**config.mk**
```make
export PLATFORM = sky130hd
export DESIGN_NAME = ble_advertising_event_sequencer_core
export DESIGN_NICKNAME = d
export VERILOG_FILES = /design/src/design/ble_aes_pkg.sv /design/src/design/ble_advertising_event_sequencer_core.sv /design/src/design/ble_aes_cfg.sv /design/src/design/ble_aes_flow.sv
export VERILOG_INCLUDE_DIRS = /design/src /design/src/design
export SDC_FILE = /design/constraint.sdc
export NUM_CORES = 1
export LEC_CHECK = 0
export BUFFER_PORTS_ARGS = -buffer_cell sky130_fd_sc_hd__buf_4
export CAP_MARGIN = 20
export CORE_UTILIZATION = 35
export CTS_CLUSTER_DIAMETER = 30
export DETAILED_ROUTE_END_ITERATION = 12
export PLACE_DENSITY = 0.59
export RECOVER_POWER = 100
export SYNTH_ARGS = -nofsm -noshare
export SYNTH_HDL_FRONTEND = slang
export SYNTH_SLANG_ARGS = --single-unit
```
**constraint.sdc**
```tcl
create_clock -name clk -period 4.4 [get_ports clk]
set_input_delay 0 -clock clk [delete_from_list [all_inputs] [get_ports clk]]
set_output_delay 0 -clock clk [all_outputs]
set_load 0.01 [all_outputs]
```
**src/design/ble_advertising_event_sequencer_core_defines.svh**
```systemverilog
// Assertion macros for the advertising event sequencer core.
// Expects signals named clk and arst_n in the scope of each use.
`ifndef BLE_ADVERTISING_EVENT_SEQUENCER_CORE_DEFINES_SVH
`define BLE_ADVERTISING_EVENT_SEQUENCER_CORE_DEFINES_SVH

`ifndef ASSERT_OFF

`define BLE_AES_ASSERT(label, prop) \
	label: assert property (@(posedge clk) disable iff (!arst_n) (prop)) \
		else $error("ble_aes assertion failed");

`define BLE_AES_ASSERT_NEXT(label, ante, cons) \
	label: assert property (@(posedge clk) disable iff (!arst_n) (ante) |=> (cons)) \
		else $error("ble_aes sequencing assertion failed");

`else

`define BLE_AES_ASSERT(label, prop)
`define BLE_AES_ASSERT_NEXT(label, ante, cons)

`endif

`endif

```
**src/design/ble_aes_pkg.sv**
```systemverilog
// Shared types and constants of the advertising event sequencer core.
// No dependencies; used by every module of the block.
`default_nettype none

package ble_aes_pkg;

	localparam int unsigned APB_ADDR_W = 6;
	localparam int unsigned APB_DATA_W = 64;
	localparam int unsigned REG_IDX_W  = 3;

	localparam logic [REG_IDX_W-1:0] REG_LOCAL_ADDRESS        = 3'd0;
	localparam logic [REG_IDX_W-1:0] REG_LOCAL_ADDRESS_RANDOM = 3'd1;
	localparam logic [REG_IDX_W-1:0] REG_CONNECTABLE          = 3'd2;
	localparam logic [REG_IDX_W-1:0] REG_SCAN_RSP_ENABLED     = 3'd3;
	localparam logic [REG_IDX_W-1:0] REG_PHY_MODE             = 3'd4;

	localparam logic [1:0] MODE_EVENT_OPEN = 2'd0;
	localparam logic [1:0] MODE_IFS        = 2'd1;
	localparam logic [1:0] MODE_RX_PACKET  = 2'd2;

	localparam logic [1:0] ACT_SEND_ADV  = 2'd0;
	localparam logic [1:0] ACT_RX_REQ    = 2'd1;
	localparam logic [1:0] ACT_SCAN_RSP  = 2'd2;
	localparam logic [1:0] ACT_NONE      = 2'd3;

	localparam logic [3:0] PDU_SCAN_REQ = 4'd3;
	localparam logic [3:0] PDU_CONN_REQ = 4'd5;

	localparam logic [5:0] CHAN_FIRST = 6'd37;
	localparam logic [5:0] CHAN_LAST  = 6'd39;

	localparam logic [8:0] HDR_SIZE      = 9'd2;
	localparam logic [8:0] SCAN_REQ_SIZE = 9'd14;
	localparam logic [8:0] CONN_REQ_SIZE = 9'(2 + 12 + 22);

	typedef struct packed {
		logic [1:0]  mode;
		logic        timed_out;
		logic        crc_ok;
		logic [3:0]  pdu_type;
		logic [7:0]  payload_length;
		logic [47:0] target_address;
		logic        target_address_random;
		logic [31:0] timestamp;
	} item_t;

	typedef struct packed {
		logic [5:0]  channel;
		logic [1:0]  radio_action;
		logic [1:0]  radio_phy;
		logic        connect_found;
		logic [31:0] connect_time;
	} result_t;

	typedef struct packed {
		logic [47:0] local_address;
		logic        local_address_random;
		logic        connectable;
		logic        scan_response_enabled;
		logic [1:0]  phy_mode;
	} cfg_t;

endpackage

`default_nettype wire

```
**src/design/ble_advertising_event_sequencer_core.sv**
```systemverilog
// Top level of the advertising event sequencer: input register, flow step, result register.
// Depends on ble_aes_pkg, ble_aes_cfg, ble_aes_flow and the assertion macro header.
//
//   channel   direction  handshake                      beat
//   item      in         item_valid / item_stall        ble_aes_pkg::item_t
//   result    out        result_valid / result_stall    ble_aes_pkg::result_t
//   apb       in/out     psel, penable, pwrite, pready  64-bit registers at 8*i
//
// One beat per cycle sustained while result is not stalled; every item beat gives exactly one result beat.
// An item passes the input register, then the flow step into the result register.
// The flow state updates in the same edge that loads the result register.
// A stall on a valid result holds the result register, and holds a full input register and raises item_stall.
// Reset leaves the flow done on channel 37 with no pending connection; no clearing pass.
`default_nettype none
`include "ble_advertising_event_sequencer_core_defines.svh"

module ble_advertising_event_sequencer_core (
	input  wire logic                                clk,
	input  wire logic                                arst_n,
	input  wire logic                                item_valid,
	output logic                                     item_stall,
	input  wire ble_aes_pkg::item_t                  item,
	output logic                                     result_valid,
	input  wire logic                                result_stall,
	output ble_aes_pkg::result_t                     result,
	input  wire logic                                psel,
	input  wire logic                                penable,
	input  wire logic                                pwrite,
	input  wire logic [ble_aes_pkg::APB_ADDR_W-1:0]  paddr,
	input  wire logic [ble_aes_pkg::APB_DATA_W-1:0]  pwdata,
	output logic      [ble_aes_pkg::APB_DATA_W-1:0]  prdata,
	output logic                                     pready
);

	ble_aes_pkg::cfg_t    cfg;
	ble_aes_pkg::item_t   item_s1;
	logic                 item_valid_s1;
	ble_aes_pkg::result_t step_result;
	ble_aes_pkg::result_t result_q;
	logic                 result_valid_q;
	logic                 res_load;
	logic                 item_take;

	assign pready       = 1'b1;
	assign res_load     = item_valid_s1 & (~result_valid_q | ~result_stall);
	assign item_stall   = item_valid_s1 & ~res_load;
	assign item_take    = item_valid & ~item_stall;
	assign result_valid = result_valid_q;
	assign result       = result_q;

	ble_aes_cfg u_cfg (
		.clk     (clk),
		.arst_n  (arst_n),
		.psel    (psel),
		.penable (penable),
		.pwrite  (pwrite),
		.paddr   (paddr),
		.pwdata  (pwdata),
		.prdata  (prdata),
		.cfg     (cfg)
	);

	ble_aes_flow u_flow (
		.clk    (clk),
		.arst_n (arst_n),
		.step   (res_load),
		.item   (item_s1),
		.cfg    (cfg),
		.result (step_result)
	);

	always_ff @(posedge clk or negedge arst_n) begin
		if (!arst_n) begin
			item_valid_s1  <= 1'b0;
			result_valid_q <= 1'b0;
		end else begin
			if (item_take) begin
				item_valid_s1 <= 1'b1;
			end else if (res_load) begin
				item_valid_s1 <= 1'b0;
			end
			if (res_load) begin
				result_valid_q <= 1'b1;
			end else if (~result_stall) begin
				result_valid_q <= 1'b0;
			end
		end
	end

	always_ff @(posedge clk) begin
		if (item_take) begin
			item_s1 <= item;
		end
		if (res_load) begin
			result_q <= step_result;
		end
	end

	`BLE_AES_ASSERT(a_chan_range, !result_valid_q || (result_q.channel >= ble_aes_pkg::CHAN_FIRST && result_q.channel <= ble_aes_pkg::CHAN_LAST))
	`BLE_AES_ASSERT(a_conn_quiet, !result_valid_q || !result_q.connect_found || result_q.radio_action == ble_aes_pkg::ACT_NONE)
	`BLE_AES_ASSERT(a_conn_time, !result_valid_q || result_q.connect_found || result_q.connect_time == 32'd0)
	`BLE_AES_ASSERT_NEXT(a_s1_drains, item_valid_s1 && !(result_valid_q && result_stall), result_valid_q)

endmodule

`default_nettype wire

```
**src/design/ble_aes_cfg.sv**
```systemverilog
// Configuration register file behind the APB port.
// Depends on ble_aes_pkg for the register map and the cfg_t bundle.
`default_nettype none

module ble_aes_cfg (
	input  wire logic                                clk,
	input  wire logic                                arst_n,
	input  wire logic                                psel,
	input  wire logic                                penable,
	input  wire logic                                pwrite,
	input  wire logic [ble_aes_pkg::APB_ADDR_W-1:0]  paddr,
	input  wire logic [ble_aes_pkg::APB_DATA_W-1:0]  pwdata,
	output logic      [ble_aes_pkg::APB_DATA_W-1:0]  prdata,
	output ble_aes_pkg::cfg_t                        cfg
);

	logic [ble_aes_pkg::REG_IDX_W-1:0] idx;
	logic                              wr_en;
	ble_aes_pkg::cfg_t                 cfg_q;

	assign idx   = paddr[ble_aes_pkg::APB_ADDR_W-1:3];
	assign wr_en = psel & penable & pwrite;
	assign cfg   = cfg_q;

	always_ff @(posedge clk or negedge arst_n) begin
		if (!arst_n) begin
			cfg_q.local_address         <= '0;
			cfg_q.local_address_random  <= 1'b0;
			cfg_q.connectable           <= 1'b0;
			cfg_q.scan_response_enabled <= 1'b1;
			cfg_q.phy_mode              <= 2'd0;
		end else if (wr_en) begin
			case (idx)
				ble_aes_pkg::REG_LOCAL_ADDRESS: begin
					cfg_q.local_address <= pwdata[47:0];
				end
				ble_aes_pkg::REG_LOCAL_ADDRESS_RANDOM: begin
					cfg_q.local_address_random <= pwdata[0];
				end
				ble_aes_pkg::REG_CONNECTABLE: begin
					cfg_q.connectable <= pwdata[0];
				end
				ble_aes_pkg::REG_SCAN_RSP_ENABLED: begin
					cfg_q.scan_response_enabled <= pwdata[0];
				end
				ble_aes_pkg::REG_PHY_MODE: begin
					cfg_q.phy_mode <= pwdata[1:0];
				end
				default: begin
				end
			endcase
		end
	end

	always_comb begin
		case (idx)
			ble_aes_pkg::REG_LOCAL_ADDRESS: begin
				prdata = {16'd0, cfg_q.local_address};
			end
			ble_aes_pkg::REG_LOCAL_ADDRESS_RANDOM: begin
				prdata = {63'd0, cfg_q.local_address_random};
			end
			ble_aes_pkg::REG_CONNECTABLE: begin
				prdata = {63'd0, cfg_q.connectable};
			end
			ble_aes_pkg::REG_SCAN_RSP_ENABLED: begin
				prdata = {63'd0, cfg_q.scan_response_enabled};
			end
			ble_aes_pkg::REG_PHY_MODE: begin
				prdata = {62'd0, cfg_q.phy_mode};
			end
			default: begin
				prdata = '0;
			end
		endcase
	end

endmodule

`default_nettype wire

```
**src/design/ble_aes_flow.sv**
```systemverilog
// Event flow state, packet checks and next radio action for one beat.
// Depends on ble_aes_pkg for the beat types and protocol constants.
`default_nettype none

module ble_aes_flow (
	input  wire logic                 clk,
	input  wire logic                 arst_n,
	input  wire logic                 step,
	input  wire ble_aes_pkg::item_t   item,
	input  wire ble_aes_pkg::cfg_t    cfg,
	output ble_aes_pkg::result_t      result
);

	typedef enum logic [1:0] {
		FS_ADV,
		FS_LISTEN,
		FS_RSP,
		FS_DONE
	} flow_t;

	flow_t       flow_q, flow_d;
	logic [5:0]  chan_q, chan_d;
	logic        pend_q, pend_d;
	logic [31:0] stamp_q, stamp_d;

	flow_t       adv_flow;
	logic [5:0]  adv_chan;
	logic [8:0]  rx_size;
	logic        addr_ok;
	logic        scan_ok;
	logic        conn_ok;

	assign adv_chan = (chan_q < ble_aes_pkg::CHAN_LAST) ? chan_q + 6'd1 : chan_q;
	assign adv_flow = (chan_q < ble_aes_pkg::CHAN_LAST) ? FS_ADV : FS_DONE;

	assign rx_size = {1'b0, item.payload_length} + ble_aes_pkg::HDR_SIZE;
	assign addr_ok = (item.target_address == cfg.local_address) &&
		(item.target_address_random == cfg.local_address_random);
	assign scan_ok = item.crc_ok && (item.pdu_type == ble_aes_pkg::PDU_SCAN_REQ) &&
		(rx_size == ble_aes_pkg::SCAN_REQ_SIZE) && addr_ok && cfg.scan_response_enabled;
	assign conn_ok = item.crc_ok && (item.pdu_type == ble_aes_pkg::PDU_CONN_REQ) &&
		(rx_size == ble_aes_pkg::CONN_REQ_SIZE) && addr_ok && cfg.connectable;

	always_comb begin
		flow_d  = flow_q;
		chan_d  = chan_q;
		pend_d  = pend_q;
		stamp_d = stamp_q;
		case (item.mode)
			ble_aes_pkg::MODE_EVENT_OPEN: begin
				flow_d  = FS_ADV;
				chan_d  = ble_aes_pkg::CHAN_FIRST;
				pend_d  = 1'b0;
				stamp_d = '0;
			end
			ble_aes_pkg::MODE_IFS: begin
				if (!item.timed_out && flow_q != FS_RSP) begin
					case (flow_q)
						FS_ADV:    flow_d = FS_LISTEN;
						FS_LISTEN: flow_d = FS_RSP;
						default:   flow_d = FS_DONE;
					endcase
				end else begin
					flow_d = adv_flow;
					chan_d = adv_chan;
				end
			end
			ble_aes_pkg::MODE_RX_PACKET: begin
				if (flow_q == FS_RSP) begin
					if (conn_ok) begin
						flow_d  = FS_DONE;
						pend_d  = 1'b1;
						stamp_d = item.timestamp;
					end else if (!scan_ok) begin
						flow_d = adv_flow;
						chan_d = adv_chan;
					end
				end
			end
			default: begin
			end
		endcase
	end

	always_comb begin
		result.channel       = chan_d;
		result.radio_phy     = cfg.phy_mode;
		result.connect_found = pend_d;
		result.connect_time  = pend_d ? stamp_d : 32'd0;
		if (pend_d) begin
			result.radio_action = ble_aes_pkg::ACT_NONE;
		end else begin
			case (flow_d)
				FS_ADV:    result.radio_action = ble_aes_pkg::ACT_SEND_ADV;
				FS_LISTEN: result.radio_action = ble_aes_pkg::ACT_RX_REQ;
				FS_RSP:    result.radio_action = ble_aes_pkg::ACT_SCAN_RSP;
				default:   result.radio_action = ble_aes_pkg::ACT_NONE;
			endcase
		end
	end

	always_ff @(posedge clk or negedge arst_n) begin
		if (!arst_n) begin
			flow_q  <= FS_DONE;
			chan_q  <= ble_aes_pkg::CHAN_FIRST;
			pend_q  <= 1'b0;
			stamp_q <= '0;
		end else if (step) begin
			flow_q  <= flow_d;
			chan_q  <= chan_d;
			pend_q  <= pend_d;
			stamp_q <= stamp_d;
		end
	end

endmodule

`default_nettype wire
```
# Yosys cells after proc, flatten, opt, wreduce, memory -nomap -nowiden

Cells that the tools add are included.

Add/subtract/negate cells: 2
$lt $le $gt $ge: 1
Equal/unequal tests: 18
Mux-type cells: 25
Bitwise gates (word level): 10
Reductions and logical operators: 21

Operators by type and width:

| cell                                                 | count |
|---|---|
| case mux 48 bit (5 select lines)                     | 1 |
| 2-to-1 mux 32 bit                                    | 2 |
| case mux 32 bit (2 select lines)                     | 1 |
| equality test 48 bit                                 | 1 |
| 2-to-1 mux 6 bit                                     | 5 |
| case mux 6 bit (3 select lines)                      | 1 |
| case mux 2 bit (3 select lines)                      | 2 |
| logical AND 1 bit                                    | 10 |
| 2-to-1 mux 2 bit                                     | 5 |
| AND reduction 2 bit                                  | 5 |
| adder 8 x 2 -> 9 bit (second input constant)         | 1 |
| equality test 9 x 4 -> 1 bit (second input constant) | 1 |
| equality test 9 x 6 -> 1 bit (second input constant) | 1 |
| adder 6 x 1 -> 6 bit (second input constant)         | 1 |
| equality test 2 x 1 -> 1 bit (second input constant) | 3 |
| equality test 2 bit (second input constant)          | 3 |
| equality test 3 x 2 -> 1 bit (second input constant) | 2 |
| zero test 2 bit                                      | 3 |
| less-than comparator 6 bit (second input constant)   | 1 |
| 2-to-1 mux 1 bit                                     | 6 |
| AND 1 bit                                            | 5 |
| equality test 4 x 2 -> 1 bit (second input constant) | 1 |
| equality test 4 x 3 -> 1 bit (second input constant) | 1 |
| inverter 1 bit                                       | 4 |
| 11 further kinds                                     | 11 |

Register bits after elaboration: 236
Output and inout bits: 110
Word-level logic and storage cells: 101

# Longest topological paths before layout

Depth in word-level cells: 11
Mapped depth: 9

# By module

From an unflattened synthesis, not the netlist that was laid out.

Cell total of the unflattened synthesis: 702
Area, all modules: 10212.3 um2

By module, submodules not included:

| module                               | times used | cells each | area an instance (um2) |
|---|---|---|---|
| ble_advertising_event_sequencer_core | 1          | 150        | 4307.9 |
| ble_aes_flow                         | 1          | 356        | 3259.4 |
| ble_aes_cfg                          | 1          | 196        | 2645.0 |

# Worst setup path after synthesis

Ideal clock, no wire load.

Path type: register to register
Start: register result_valid_q (netlist: result_valid)
End: register item_s1[0] (netlist bit) (enable)
Setup time: 467 ps
Arrival: 2788 ps
Required time: 3933 ps
Setup slack: 1145 ps
Cell stages (with the launch flop): 3
Path buffers: 0
Period minus slack after synthesis: 3255 ps
Cells stage by stage: dfrtp_1 -> nand3_1 -> and2_1

Word-level cells in the longest chain between the ends: 7

RTL lines:

| item                     | line                                       | source |
|---|---|---|
| start: declaration       | ble_advertising_event_sequencer_core.sv:40 | `logic result_valid_q;` |
| start signal: assignment | ble_advertising_event_sequencer_core.sv:75 | `result_valid_q <= 1'b0;` |
| start signal: assignment | ble_advertising_event_sequencer_core.sv:83 | `result_valid_q <= 1'b1;` |
| start signal: assignment | ble_advertising_event_sequencer_core.sv:85 | `result_valid_q <= 1'b0;` |
| inverter 1 bit           | ble_advertising_event_sequencer_core.sv:45 | `assign res_load = item_valid_s1 & (~result_valid_q \| ~result_stall);` |
| bitwise OR 1 bit         | ble_advertising_event_sequencer_core.sv:45 |  |
| AND 1 bit                | ble_advertising_event_sequencer_core.sv:45 |  |
| inverter 1 bit           | ble_advertising_event_sequencer_core.sv:46 | `assign item_stall = item_valid_s1 & ~res_load;` |
| AND 1 bit                | ble_advertising_event_sequencer_core.sv:46 |  |
| inverter 1 bit           | ble_advertising_event_sequencer_core.sv:47 | `assign item_take = item_valid & ~item_stall;` |
| AND 1 bit                | ble_advertising_event_sequencer_core.sv:47 |  |
| named net item_take      | ble_advertising_event_sequencer_core.sv:42 | `logic item_take;` |
| end signal: assignment   | ble_advertising_event_sequencer_core.sv:92 | `item_s1 <= item;` |
| end: declaration         | ble_advertising_event_sequencer_core.sv:36 | `ble_aes_pkg::item_t item_s1;` |

The timed path passes the listed nets, and every way through them passes these cells.
A chain may end at the register's enable or synchronous reset.

# Worst setup path in the final report

Start: input port paddr[4] (netlist bit)
End: register u_cfg.cfg_q (netlist bit u_cfg.cfg[28])

Word-level cells in the longest chain between the ends: 2

RTL lines:

| item                          | line                                       | source |
|---|---|---|
| start: declaration            | ble_advertising_event_sequencer_core.sv:29 | `input wire logic [ble_aes_pkg::APB_ADDR_W-1:0] paddr,` |
| zero test 3 bit               | ble_aes_cfg.sv:33                          | `case (idx)` |
| AND reduction 2 bit (no line) | -                                          |  |
| end: declaration              | ble_aes_cfg.sv:19                          | `ble_aes_pkg::cfg_t cfg_q;` |

Every way passes these cells.

==> flow_metrics.tcl <==
set metrics [dict create \
    wl_met1_microns 12500 \
    worst-path-max-fanout 47 \
    antenna_found_initial 2 \
    finalPower_mw 8.68 \
    worstPathRequired_ns 4.84 \
    power_density_nw_per_um2 527 \
    setup_viol 0 \
    io_pins 284 \
    cts.path.max_buffers 3 \
    grt_pass1_wl_microns 47800 \
    drv_cap 3 \
    cts_resized 0 \
    reg2regPathDepth 3 \
    clk_pin_slew_ns 0.04 \
    die_h_microns 178 \
    yosysUniqueCellTypes 59 \
    insertion_delay_ns 0.58 \
    hold_viol 0 \
    finalSetupTns_ns 0 \
    min_period_ns 3.60 \
    start_util 0.356 \
    arrival_ns 4.03 \
    ff2ff_setup_slack_ns 0.90 \
    period_share 0.818 \
    cts_sinks 236 \
    slew_viol_final 139 \
    synthToLayoutAreaGrowth_pct 50.9 \
    synthArstFlopShare 0.407 \
    die-area_sq_um 31900 \
    relSlewSlack -0.836 \
    ant_nets 0 \
    grt_pass1_vias 8859 \
    fin_nets 1481 \
    coreArea_sq_um 30600 \
    htree_levels 2 \
    wirelength_microns 30700 \
    placementRows 64 \
    violations "capacitance limit, slew limit" \
    p_leak_nw 6.77 \
    synth_edf_count 140 \
    cts-root-buf "clkbuf_16" \
    startpoint "paddr[4]" \
    n_fill_cell 2534 \
    grt_max_degree 89 \
    worstReg2RegEnd "item_s1[36]$_DFFE_PP_" \
    drc_errors 0 \
    synth-main-ff-cell "edfxtp_1" \
    dr.pass1.iters 5 \
    drt-wirelength-per-cell_microns 17.5 \
    grt.total_usage 0.193 \
    place.gp.congestion 0.789 \
    ys_seq_area_frac 0.607 \
    dr_wl_met3_microns 2420 \
    syn_area_sq_um 10900 \
    drive_gt1_frac 0.283 \
    r2r-start "item_valid_s1$_DFFE_PN0P_" \
    fmaxAchievable_ghz 0.278 \
    endpoint "u_cfg.cfg[28]$_DFFE_PN0P_" \
    status "finished with violations" \
    final_common_cell "dlygate4sd3_1" \
    grt-ovfl-total 0 \
    routed.top_layer "met4" \
    critPathKind "primary input to flip-flop" \
    avgSynthCellArea_sq_um 12.3 \
    route.met2.wl_microns 15100 \
    synthCells 888 \
    via_count 8695 \
    rsz0062_at_grt "false" \
    critPathLaunchType "primary input" \
    viasPerCell 4.96 \
    drt_iter0_drc 550 \
    io_buffers 247 \
    cts_setup_buffers 0 \
    ys_ff_latch 236 \
    end_kind "flip-flop" \
    skew_ns 0.0312 \
    hold_buffers 155 \
    irDropWorstVdd_mv 0.388 \
    cts_buffers 58 \
    layout_common_cells "dlygate4sd3_1, edfxtp_1, buf_4" \
    dieWidth_microns 178 \
    yosysWarningCount 0 \
    worst_hold_path_type "primary input to asynchronous set/reset pin" \
    cts_tree "yes" \
    dp_hpwl_microns 18300 \
    worstMarginPinSlew_ns 2.75 \
]
-- per-stage QoR --
stage / hold WS, ns / utilization / std cells / cell area (sq um) / worst slack [ns]
floorplan: -0.296 / - / 903 / 11000 / 1.14
global placement: 0.169 / 0.427 / 1486 / 13100 / 1.13
detailed placement: 0.171 / 0.427 / 1486 / 13100 / 1.11
CTS: 0.0815 / 0.548 / 1751 / 16800 / 1.10
global route: 0.148 / 0.538 / 1751 / 16400 / 0.544
finish: 0.0957 / 0.538 / 1753 / 16500 / 0.801
-- where the power goes --
group / leakage (nW) / total, mW / internal (mW) / switching, mW
combinational: 3.24 / 1.14 / 0.569 / 0.574
clock: 1.03 / 4.60 / 3.23 / 1.37
sequential: 2.50 / 2.93 / 2.68 / 0.251
total: 6.77 / 8.68 / 6.49 / 2.19
-- synth_stat cells (2+ instances only) --
cell	count	area share
edfxtp_1	140	0.39
nand2_1	104	0.036
dfrtp_1	90	0.21
nand3_1	77	0.035
mux2_2	54	0.056
clkbuf_1	52	0.018
and2_1	50	0.029
xor2_1	50	0.040
o211ai_1	37	0.025
o211ai_2	20	0.023
nand4_1	18	0.010
nor2_1	18	0.0062
buf_4	17	0.012
nor4_1	13	0.0075
inv_1	12	0.0041
a21o_1	11	0.0076
nor3_1	11	0.0050
a31o_2	8	0.0064
o21ai_0	8	0.0037
a21oi_1	7	0.0032
nand2b_1	7	0.0040
a32o_1	6	0.0055
dfstp_2	6	0.014
o22ai_1	6	0.0034
a31oi_1	5	0.0029
xnor2_1	4	0.0032
a221o_1	3	0.0028
a22oi_1	3	0.0021
and3_1	3	0.0017
buf_1	3	0.0010
buf_6	3	0.0031
nor2b_1	3	0.0017
nor3b_1	3	0.0021
o311ai_0	3	0.0024
o31ai_1	3	0.0021
conb_1	2	0.00069
ha_1	2	0.0023
mux2i_1	2	0.0018
nand4b_1	2	0.0016
o221ai_1	2	0.0016
o31a_1	2	0.0016
-- layout make-up --
type | count | area [sq um] | area share
Tap cell | 396 | 495 | 0.0301
Antenna cell | 2 | 5.00 | 0.000304
Clock buffer | 72 | 1570 | 0.0957
Sequential cell | 236 | 6620 | 0.402
Multi-Input combinational cell | 580 | 3840 | 0.233
Timing Repair Buffer | 417 | 3300 | 0.201
Clock inverter | 38 | 576 | 0.0350
Inverter | 12 | 45.0 | 0.00274
-- registers in the layout, summed over array words and instances (netlist names) --
name	flops
item_s1	97
u_flow.stamp_q	32
item_valid_s1	1
result	43
u_cfg.cfg	53
u_flow.flow_q	2
result_valid	1
u_flow.pend_q	1
u_flow.chan_q	6
-- logic make-up (layout without fill, tap and decap cells) --
logic type | count (synthesis) | after routing | synth area share
buffers and inverters | 87 | 539 | 0.0379
muxes | 56 | 56 | 0.0576
DFF | 236 | 236 | 0.607
other | 2 | 19 | 0.000689
and+or+nand+nor | 317 | 317 | 0.148
adders and majority gates | 2 | 2 | 0.00229
xor gates and xnor gates | 54 | 54 | 0.0434
AOI/OAI and AO/OA | 134 | 134 | 0.104
-- routing by layer --
metal | vias up | GRT usage
li1 | 4092 | -
met1 | 4193 | 0.236
met2 | 358 | 0.326
met3 | 52 | 0.0552
met4 | 0 | 0.0607
met5 | - | 0
-- worst min-delay path by stage --
| stage | start | end | cells after the start |
|---|---|---|---|
| 2_1_floorplan | arst_n | item_valid_s1$_DFFE_PN0P_ | 0 |
| 3_3_place_gp | arst_n | result_valid$_DFFE_PN0P_ | 1 |
| 3_5_place_dp | arst_n | item_valid_s1$_DFFE_PN0P_ | 1 |
| 4_1_cts | penable | u_cfg.cfg[3]$_DFFE_PN0P_ | 5 |
| 5_1_grt | penable | u_cfg.cfg[3]$_DFFE_PN0P_ | 5 |
| 6_report | arst_n | u_cfg.cfg[3]$_DFFE_PN0P_ | 2 |
-- critical path, stage by stage --
cell	delay (ns)
dlygate4sd3_1	0.56
clkbuf_1	0.19
nor3_1	0.20
clkbuf_1	1.44
and2_2	0.70
buf_4	0.50
mux2_2	0.41
No activity file was read; power rests on OpenSTA's default activity.
